--- config.mk ---
export PLATFORM = sky130hd
export DESIGN_NAME = array_linked_list_with_free_pool_top
export DESIGN_NICKNAME = d
export VERILOG_FILES = /design/src/alfp_pkg.sv /design/src/array_linked_list_with_free_pool_top.sv /design/src/alfp_ram.sv /design/src/alfp_ctrl.sv
export SDC_FILE = /design/constraint.sdc
export NUM_CORES = 2
export LEC_CHECK = 0
export BUFFER_PORTS_ARGS = -buffer_cell sky130_fd_sc_hd__clkbuf_2
export CAP_MARGIN = 30
export CORE_AREA = 2 2 326 328
export DETAILED_ROUTE_END_ITERATION = 8
export DIE_AREA = 0 0 328 330
export GPL_TIMING_DRIVEN = 0
export PLACE_DENSITY_LB_ADDON = 0.12
export SLEW_MARGIN = 20
export SYNTH_ARGS = -nofsm -noshare
export SYNTH_HDL_FRONTEND = slang
export SYNTH_HIERARCHICAL = 1
export SYNTH_SLANG_ARGS = --single-unit
--- constraint.sdc ---
create_clock -name clk -period 6.32 [get_ports clk]
set_clock_uncertainty 0.05 [all_clocks]
set_input_delay 1.264 -clock clk [delete_from_list [all_inputs] [get_ports clk]]
set_output_delay 1.264 -clock clk [all_outputs]
set_load 0.01 [all_outputs]
--- src/alfp_pkg.sv ---
`timescale 1ns / 1ps
// Package for the linked list with free pool: action and status codes,
// command and result structs. No dependencies.
package alfp_pkg;

  // action codes
  localparam logic [1:0] ACT_INSERT = 2'd0;
  localparam logic [1:0] ACT_DELETE = 2'd1;
  localparam logic [1:0] ACT_READ   = 2'd2;
  localparam logic [1:0] ACT_NOP    = 2'd3;

  // status codes
  localparam logic [1:0] ST_OK         = 2'd0;
  localparam logic [1:0] ST_POOL_FULL  = 2'd1;
  localparam logic [1:0] ST_LIST_EMPTY = 2'd2;
  localparam logic [1:0] ST_BAD_PRED   = 2'd3;

  // fixed port field widths
  localparam int IDX_W  = 7;
  localparam int ITEM_W = 16;

  typedef struct packed {
    logic [1:0]               action;
    logic [IDX_W-1:0]         pred_node;
    logic signed [ITEM_W-1:0] item;
    logic [IDX_W-1:0]         read_node;
  } cmd_t;

  typedef struct packed {
    logic [1:0]               status;
    logic [IDX_W-1:0]         node_index;
    logic signed [ITEM_W-1:0] read_data;
    logic [IDX_W-1:0]         read_next;
    logic [IDX_W-1:0]         list_head;
    logic                     list_empty;
    logic                     pool_full;
  } result_t;

endpackage

--- src/array_linked_list_with_free_pool_top.sv ---
`timescale 1ns / 1ps
// Top level of the linked list with free pool: stream ports, link and data
// RAMs, sequencer, output register. Uses alfp_pkg, alfp_ram, alfp_ctrl.
//
//  channel  | dir | tdata (low bit first)                     | tuser
//  s_axis   | in  | pred_node[6:0] item[15:0] read_node[6:0]  | action[1:0]
//  m_axis   | out | node_index[6:0] read_data[15:0]           | status[1:0]
//           |     |  read_next[6:0] list_head[6:0]            |
//           |     |  list_empty pool_full                     |
//
// Path per beat: straight to the result for an action refused at once, a
// no-op or a read of node 0 or past the pool; through S_A1 for a read, an
// insert at the head, a delete of the head or a delete refused because the
// predecessor is a tail; through S_A1, S_A2 and S_A3 for an insert or
// delete after a given node. The path is set by the single write port of
// the link RAM and its registered read: each dependent link read needs a state.
// After reset a clearing pass over all NODES+1 entries loads the pool chain;
// s_axis_tready stays low during it.
// A finished result sits in the output register; the next beat is taken
// while it waits, and the sequencer holds only if a second result is ready.
module array_linked_list_with_free_pool_top #(
  parameter int NODES = 64,
  parameter int DATA_WIDTH = 16
) (
  input  logic        clk,
  input  logic        rst,
  input  logic        s_axis_tvalid,
  output logic        s_axis_tready,
  input  logic [31:0] s_axis_tdata,   // pred_node, item, read_node, pad
  input  logic [1:0]  s_axis_tuser,   // action
  output logic        m_axis_tvalid,
  input  logic        m_axis_tready,
  output logic [39:0] m_axis_tdata,   // node_index, read_data, read_next,
                                      // list_head, list_empty, pool_full, pad
  output logic [1:0]  m_axis_tuser    // status
);
  import alfp_pkg::*;

  localparam int IW = $clog2(NODES + 1);

  cmd_t    cmd;
  result_t res, out_res;
  logic    res_valid, res_ready;
  logic    out_valid;

  logic                  link_we, data_we;
  logic [IW-1:0]         waddr, raddr;
  logic [IW-1:0]         link_wdata, link_rdata;
  logic [DATA_WIDTH-1:0] data_wdata, data_rdata;

  // unpack the input beat
  always_comb begin
    cmd.action    = s_axis_tuser;
    cmd.pred_node = s_axis_tdata[6:0];
    cmd.item      = s_axis_tdata[22:7];
    cmd.read_node = s_axis_tdata[29:23];
  end

  alfp_ctrl #(
    .NODES      (NODES),
    .DATA_WIDTH (DATA_WIDTH)
  ) u_ctrl (
    .clk        (clk),
    .rst        (rst),
    .cmd_valid  (s_axis_tvalid),
    .cmd_ready  (s_axis_tready),
    .cmd        (cmd),
    .res_valid  (res_valid),
    .res_ready  (res_ready),
    .res        (res),
    .link_we    (link_we),
    .data_we    (data_we),
    .waddr      (waddr),
    .raddr      (raddr),
    .link_wdata (link_wdata),
    .data_wdata (data_wdata),
    .link_rdata (link_rdata),
    .data_rdata (data_rdata)
  );

  // link store: entry 0 is the null node and stays 0
  alfp_ram #(
    .WIDTH (IW),
    .DEPTH (NODES + 1)
  ) u_link_ram (
    .clk   (clk),
    .we    (link_we),
    .waddr (waddr),
    .wdata (link_wdata),
    .raddr (raddr),
    .rdata (link_rdata)
  );

  // data store, same addressing as the link store
  alfp_ram #(
    .WIDTH (DATA_WIDTH),
    .DEPTH (NODES + 1)
  ) u_data_ram (
    .clk   (clk),
    .we    (data_we),
    .waddr (waddr),
    .wdata (data_wdata),
    .raddr (raddr),
    .rdata (data_rdata)
  );

  // output register: frees the sequencer as soon as the result is parked
  assign res_ready = !out_valid || m_axis_tready;

  always_ff @(posedge clk) begin
    if (rst) begin
      out_valid <= 1'b0;
    end else if (res_valid && res_ready) begin
      out_valid <= 1'b1;
    end else if (m_axis_tready) begin
      out_valid <= 1'b0;
    end
    if (res_valid && res_ready) begin
      out_res <= res;
    end
  end

  assign m_axis_tvalid = out_valid;
  assign m_axis_tuser  = out_res.status;
  assign m_axis_tdata  = {1'b0, out_res.pool_full, out_res.list_empty,
                          out_res.list_head, out_res.read_next,
                          out_res.read_data, out_res.node_index};

endmodule

--- src/alfp_ram.sv ---
`timescale 1ns / 1ps
// Generic single-write, single-read synchronous RAM with registered read.
// No dependencies.
module alfp_ram #(
  parameter int WIDTH = 8,
  parameter int DEPTH = 16,
  localparam int AW = $clog2(DEPTH)
) (
  input  logic             clk,
  input  logic             we,
  input  logic [AW-1:0]    waddr,
  input  logic [WIDTH-1:0] wdata,
  input  logic [AW-1:0]    raddr,
  output logic [WIDTH-1:0] rdata
);

  logic [WIDTH-1:0] mem [DEPTH];

  always_ff @(posedge clk) begin
    if (we) begin
      mem[waddr] <= wdata;
    end
    rdata <= mem[raddr];
  end

endmodule

--- src/alfp_ctrl.sv ---
`timescale 1ns / 1ps
// Sequencer for the linked list: head and free-head registers, clearing pass,
// read-modify-write of the link and data RAMs. Uses alfp_pkg.
module alfp_ctrl #(
  parameter int NODES = 64,
  parameter int DATA_WIDTH = 16,
  localparam int IW = $clog2(NODES + 1)
) (
  input  logic                  clk,
  input  logic                  rst,
  input  logic                  cmd_valid,
  output logic                  cmd_ready,
  input  alfp_pkg::cmd_t        cmd,
  output logic                  res_valid,
  input  logic                  res_ready,
  output alfp_pkg::result_t     res,
  output logic                  link_we,
  output logic                  data_we,
  output logic [IW-1:0]         waddr,
  output logic [IW-1:0]         raddr,
  output logic [IW-1:0]         link_wdata,
  output logic [DATA_WIDTH-1:0] data_wdata,
  input  logic [IW-1:0]         link_rdata,
  input  logic [DATA_WIDTH-1:0] data_rdata
);
  import alfp_pkg::*;

  localparam int CW = (IW > IDX_W) ? IW : IDX_W;
  localparam int MW = (DATA_WIDTH > ITEM_W) ? DATA_WIDTH : ITEM_W;
  localparam logic [IW-1:0] LAST = IW'(NODES);

  localparam logic [2:0] S_CLR  = 3'd0;
  localparam logic [2:0] S_IDLE = 3'd1;
  localparam logic [2:0] S_A1   = 3'd2;
  localparam logic [2:0] S_A2   = 3'd3;
  localparam logic [2:0] S_A3   = 3'd4;
  localparam logic [2:0] S_DONE = 3'd5;

  logic [2:0]            state, state_next;
  logic [IW-1:0]         clr, clr_next;
  logic [IW-1:0]         head, head_next;
  logic [IW-1:0]         free_hd, free_hd_next;
  logic [1:0]            act, act_next;
  logic [IW-1:0]         pred, pred_next;
  logic                  pzero, pzero_next;
  logic [DATA_WIDTH-1:0] item_d, item_d_next;
  logic [IW-1:0]         tnode, tnode_next;
  logic [IW-1:0]         lnk, lnk_next;
  logic [1:0]            st, st_next;
  logic [IW-1:0]         nidx, nidx_next;
  logic [ITEM_W-1:0]     rd16, rd16_next;
  logic [IW-1:0]         rnx, rnx_next;

  logic [CW-1:0] pred_w, rn_w, nidx_w, rnx_w, head_w;
  logic          pred_ok, rn_ok;
  logic [MW-1:0] rdata_w;

  assign pred_w  = CW'(cmd.pred_node);
  assign rn_w    = CW'(cmd.read_node);
  assign pred_ok = pred_w <= CW'(NODES);
  assign rn_ok   = (rn_w <= CW'(NODES)) && (rn_w != '0);
  assign rdata_w = MW'(data_rdata);

  assign cmd_ready = (state == S_IDLE);
  assign res_valid = (state == S_DONE);

  always_comb begin
    state_next   = state;
    clr_next     = clr;
    head_next    = head;
    free_hd_next = free_hd;
    act_next     = act;
    pred_next    = pred;
    pzero_next   = pzero;
    item_d_next  = item_d;
    tnode_next   = tnode;
    lnk_next     = lnk;
    st_next      = st;
    nidx_next    = nidx;
    rd16_next    = rd16;
    rnx_next     = rnx;
    link_we      = 1'b0;
    data_we      = 1'b0;
    waddr        = tnode;
    raddr        = tnode;
    link_wdata   = free_hd;
    data_wdata   = '1;

    unique case (state)
      S_CLR: begin
        // entry i links to i+1 with data -1; entry 0 and the last node hold 0
        link_we  = 1'b1;
        data_we  = 1'b1;
        waddr    = clr;
        clr_next = clr + IW'(1);
        if (clr == '0 || clr == LAST) begin
          link_wdata = '0;
          data_wdata = '0;
        end else begin
          link_wdata = clr + IW'(1);
          data_wdata = '1;
        end
        if (clr == LAST) begin
          state_next = S_IDLE;
        end
      end

      S_IDLE: begin
        if (cmd_valid) begin
          act_next    = cmd.action;
          pred_next   = IW'(pred_w);
          pzero_next  = (cmd.pred_node == '0);
          item_d_next = DATA_WIDTH'(cmd.item);
          st_next     = ST_OK;
          nidx_next   = '0;
          rd16_next   = '0;
          rnx_next    = '0;
          state_next  = S_DONE;
          unique case (cmd.action)
            ACT_INSERT: begin
              if (free_hd == '0) begin
                st_next = ST_POOL_FULL;
              end else if (!pred_ok) begin
                st_next = ST_BAD_PRED;
              end else begin
                raddr      = free_hd;
                tnode_next = free_hd;
                state_next = S_A1;
              end
            end
            ACT_DELETE: begin
              if (head == '0) begin
                st_next = ST_LIST_EMPTY;
              end else if (!pred_ok) begin
                st_next = ST_BAD_PRED;
              end else if (cmd.pred_node == '0) begin
                raddr      = head;
                tnode_next = head;
                state_next = S_A1;
              end else begin
                raddr      = IW'(pred_w);
                state_next = S_A1;
              end
            end
            ACT_READ: begin
              if (rn_ok) begin
                raddr      = IW'(rn_w);
                state_next = S_A1;
              end
            end
            ACT_NOP: begin
              state_next = S_DONE;
            end
          endcase
        end
      end

      S_A1: begin
        state_next = S_DONE;
        unique case (act)
          ACT_INSERT: begin
            if (pzero) begin
              link_we      = 1'b1;
              data_we      = 1'b1;
              link_wdata   = head;
              data_wdata   = item_d;
              head_next    = tnode;
              free_hd_next = link_rdata;
              nidx_next    = tnode;
            end else begin
              lnk_next   = link_rdata;
              raddr      = pred;
              state_next = S_A2;
            end
          end
          ACT_DELETE: begin
            if (pzero) begin
              // unlink head and push it onto the free list
              link_we      = 1'b1;
              data_we      = 1'b1;
              head_next    = link_rdata;
              free_hd_next = tnode;
              nidx_next    = tnode;
            end else if (link_rdata == '0) begin
              st_next = ST_BAD_PRED;
            end else begin
              tnode_next = link_rdata;
              raddr      = link_rdata;
              state_next = S_A2;
            end
          end
          default: begin
            rnx_next  = link_rdata;
            rd16_next = rdata_w[ITEM_W-1:0];
          end
        endcase
      end

      S_A2: begin
        state_next = S_A3;
        link_we    = 1'b1;
        link_wdata = link_rdata;
        if (act == ACT_INSERT) begin
          data_we      = 1'b1;
          data_wdata   = item_d;
          free_hd_next = lnk;
        end else begin
          waddr = pred;
        end
      end

      S_A3: begin
        state_next = S_DONE;
        link_we    = 1'b1;
        nidx_next  = tnode;
        if (act == ACT_INSERT) begin
          waddr      = pred;
          link_wdata = tnode;
        end else begin
          data_we      = 1'b1;
          free_hd_next = tnode;
        end
      end

      S_DONE: begin
        if (res_ready) begin
          state_next = S_IDLE;
        end
      end

      default: begin
        state_next = S_IDLE;
      end
    endcase
  end

  always_ff @(posedge clk) begin
    if (rst) begin
      state   <= S_CLR;
      clr     <= '0;
      head    <= '0;
      free_hd <= IW'(1);
    end else begin
      state   <= state_next;
      clr     <= clr_next;
      head    <= head_next;
      free_hd <= free_hd_next;
    end
    act    <= act_next;
    pred   <= pred_next;
    pzero  <= pzero_next;
    item_d <= item_d_next;
    tnode  <= tnode_next;
    lnk    <= lnk_next;
    st     <= st_next;
    nidx   <= nidx_next;
    rd16   <= rd16_next;
    rnx    <= rnx_next;
  end

  assign nidx_w = CW'(nidx);
  assign rnx_w  = CW'(rnx);
  assign head_w = CW'(head);

  always_comb begin
    res.status     = st;
    res.node_index = nidx_w[IDX_W-1:0];
    res.read_data  = rd16;
    res.read_next  = rnx_w[IDX_W-1:0];
    res.list_head  = head_w[IDX_W-1:0];
    res.list_empty = (head == '0);
    res.pool_full  = (free_hd == '0);
  end

  // no RAM write while waiting for a command
  a_idle_no_write: assert property (@(posedge clk) disable iff (rst)
    (state == S_IDLE) |-> (!link_we && !data_we))
    else $error("RAM write while idle");

  // a node is reported only on success
  a_node_on_ok: assert property (@(posedge clk) disable iff (rst)
    (res_valid && res.node_index != '0) |-> (res.status == ST_OK))
    else $error("node index with error status");

  a_full_flag: assert property (@(posedge clk) disable iff (rst)
    (res_valid && res.status == ST_POOL_FULL) |-> res.pool_full)
    else $error("pool full status without full flag");

  a_empty_flag: assert property (@(posedge clk) disable iff (rst)
    (res_valid && res.status == ST_LIST_EMPTY) |-> res.list_empty)
    else $error("list empty status without empty flag");

endmodule
==> reports/results.tsv <==
metric	value	unit
Syn Nets	3456	
core area	104700	um2
Max-slew headroom	0.3226	
top post-synthesis cells by area	edfxtp_1, mux4_2, mux2i_1	
Final Max Tran Viols	0	
syn_area_per_cell	19.13	um2
RSZ-0062 raised after global routing	no	
final RePlAce weighted congestion	0.9437	
worst hold margin	0.3670	ns
CP Launch Type	flop	
Avg Vias per Cell	6.714	
Arr. time, crit path	6.37	ns
overall global routing resource usage	0.3057	
worst-margin pin slew	1.014	ns
Die ar.	108200	um2
simple-gate share of the synthesized area	0.03884	
min Tclk post-route	5.837	ns
main combinational cell family by area after synthesis	multiplexers	
Final WS setup	0.4829	ns
Pleak	23.84	nW
Most used DFF post-synth	edfxtp_1	
critical path type	reg2reg	
CTS resizes	0	
Root Buffer	clkbuf_16	
gr ovfl total	0	
Clock transition at path regs	0.07	ns
antenna violations before repair	2	
Die Ht	330	um
Post-synth EDFFs	1608	
fmax	171.3	MHz
num rows	119	
final WL	163.4	mm
PortBufs	78	
post-CTS setup buffers	0	
dpl ws	-0.1915	ns
drt drc	0	
Worst VDD drop	0.2662	mV
Largest stage delay, worst path	0.85	ns
drt wl/cell	31.19	um
WL met3	14.09	mm
most common cell in the netlist	edfxtp_1	
register area share after synthesis	0.7535	
CP cell instances	clkbuf_1 -> or4b_2 -> nor3_2 -> a221o_1 -> a211o_1 -> buf_2 -> buf_2 -> clkbuf_1 -> mux4_2 -> a22oi_1 -> a21oi_1 -> a21oi_1 -> o21ai_1	
P per Cell Area	300.9	nW/um2
final setup vio count	0	
Max-cap violations	0	
Fillers	6294	
Crit path required time	6.85	ns
via count	35180	
CTS tree	done	
Total Power	22.26	mW
top post-synthesis cells by count	edfxtp_1, mux4_2, nor2_1	
vias in the first global route	34700	
largest area contributor in the netlist	edfxtp_1	
post-synthesis mux area share	0.1405	
I/O Pins	82	
Adder-Cell Fraction of Synth Area	0.0003829	
met1 WL	61.51	mm
XOR/XNOR Fraction of Synth Area	0.001340	
synthesis-to-finish area growth	13.19	%
worst path buffer plus inverter count	4	
die width	328	um
Unique masters post-synth	84	
share of cells above drive strength 1	0.2417	
largest net degree at the start of global routing	66	
starting density of the core	0.6244	
Mapped Area	65360	um2
Final ANT Viol Nets	0	
Post-DP HPWL	107.5	mm
clk_lat worst skew	0.77	ns
TritonRoute pass-1 iters	6	
Sink Count	1656	
count of final hold-check violations	0	
Crit Path Max Fanout	10	
global-route wire length before repair	235.8	mm
Clock Tree Buf Depth	3	
Worst Setup End Kind	flop	
flops & latches, synth	1656	
status	finished, final reports clean	
Hold Crit Class	reg2reg	
crit share post-route	0.9236	
Synth Warn #	6	
Slowest cell on crit path	or4b_2	
met2 WL	81.45	mm
post-synthesis async set-or-reset flop share	0	
family with the most delay on the worst path	compound AO/OA/AOI/OAI gates	
Synth Area in Compound Gates	0.05039	
first-iteration detailed-routing DRC count	4711	
H-Tree Depth	4	
Final Util	0.7068	
top cell type's share of synthesized area	0.7388	
Synth Instances	3416	
hold buffers post-CTS	0	
Final #Nets	3768	
TritonCTS buffer count	161	
Top Metal Used	met5	
Fin Setup TNS	0	ns
path summary, 6_finish.rpt:
check	start	end	slack (ns)	cells past startpoint
setup reg to reg	u_ctrl/act[1]	u_data_ram/rdata[6]	0.48	13
setup / recovery	u_ctrl/act[1]	u_data_ram/rdata[6]	0.48	13
hold reg to reg	u_ctrl/rd16[12]	m_axis_tdata[19]	0.37	0
hold / removal	u_ctrl/rd16[12]	m_axis_tdata[19]	0.37	0
stage by stage:
step / area, um2 / std cells
finish: 73980 / 5240
global route: 73980 / 5239
CTS: 73870 / 5231
detailed placement: 68890 / 4948
global placement: 67490 / 4885
floorplan: 65360 / 3416
registers in the layout (all words and copies together), names as in the netlist, 3 cells and up:
name and cells:
u_ctrl/pred 7, u_ctrl/free_hd 7, u_ctrl/rnx 7, u_ctrl/state 3, u_ctrl/clr 7, u_ctrl/item_d 16, u_link_ram/rdata 7, u_ctrl/nidx 7
u_link_ram/mem 455, u_data_ram/mem 1040, u_ctrl/head 7, u_ctrl/rd16 16, u_ctrl/tnode 7, m_axis_tdata 39, u_data_ram/rdata 16, u_ctrl/lnk 7
power breakdown:
part	internal [mW]	switching, mW	total (mW)
sequential	12.3	0.0187	12.4
clock	5.18	3.93	9.12
combinational	0.158	0.624	0.782
total	17.7	4.57	22.3
kinds of logic after synthesis:
kind of cell | Yosys count
flops | 1656
simple gates | 541
mux | 529
compound gates | 470
buf+inv | 207
xor+xnor | 10
fa+ha+maj | 2
other cells | 1
layer usage:
| metal | up-vias | track usage |
|---|---|---|
| met2 | 1957 | 0.5033 |
| met1 | 18200 | 0.4201 |
| met3 | 339 | 0.04684 |
| li1 | 14680 | - |
| met4 | 4 | 0.1177 |
| met5 | - | 0 |
layout make-up:
class / count / area, um2 / share of cell area
Buffer: 189 / 913.4 / 0.01235
Timing Repair Buffer: 149 / 1474 / 0.01992
Multi-Input combinational cell: 1553 / 15550 / 0.2102
Sequential cell: 1656 / 49250 / 0.6657
Tap cell: 1391 / 1740 / 0.02353
Antenna cell: 1 / 2.502 / 0.00003383
Clock buffer: 216 / 4370 / 0.05908
Clock inverter: 67 / 616.8 / 0.008338
Inverter: 18 / 67.56 / 0.0009133
cell usage in the layout, fill, tap and decap left out, types with 11 or more instances in the layout:
master / synthesis / final
dfxtp_1: 48 / 48
inv_1: 17 / 17
mux2i_1: 159 / 159
a2111oi_0: 16 / 16
nor2_1: 229 / 167
a21o_4: 0 / 16
buf_16: 0 / 16
a21oi_1: 95 / 94
nor2b_1: 23 / 23
o21ai_0: 33 / 33
a31oi_1: 11 / 11
clkbuf_2: 1 / 80
o21ai_1: 16 / 16
clkbuf_16: 0 / 165
clkinv_1: 1 / 24
edfxtp_1: 1608 / 1608
clkinv_2: 0 / 20
buf_6: 14 / 42
nand3_1: 42 / 42
mux4_2: 304 / 304
and2_1: 37 / 37
buf_2: 51 / 57
nand2b_1: 17 / 17
buf_4: 9 / 14
a221oi_1: 19 / 19
o221ai_1: 11 / 11
buf_1: 11 / 11
o22ai_1: 64 / 64
mux2_2: 66 / 66
nand2_1: 117 / 116
clkbuf_1: 103 / 149
nor2_2: 0 / 62
a22oi_1: 88 / 88
Power figures use the tool's default switching activity.
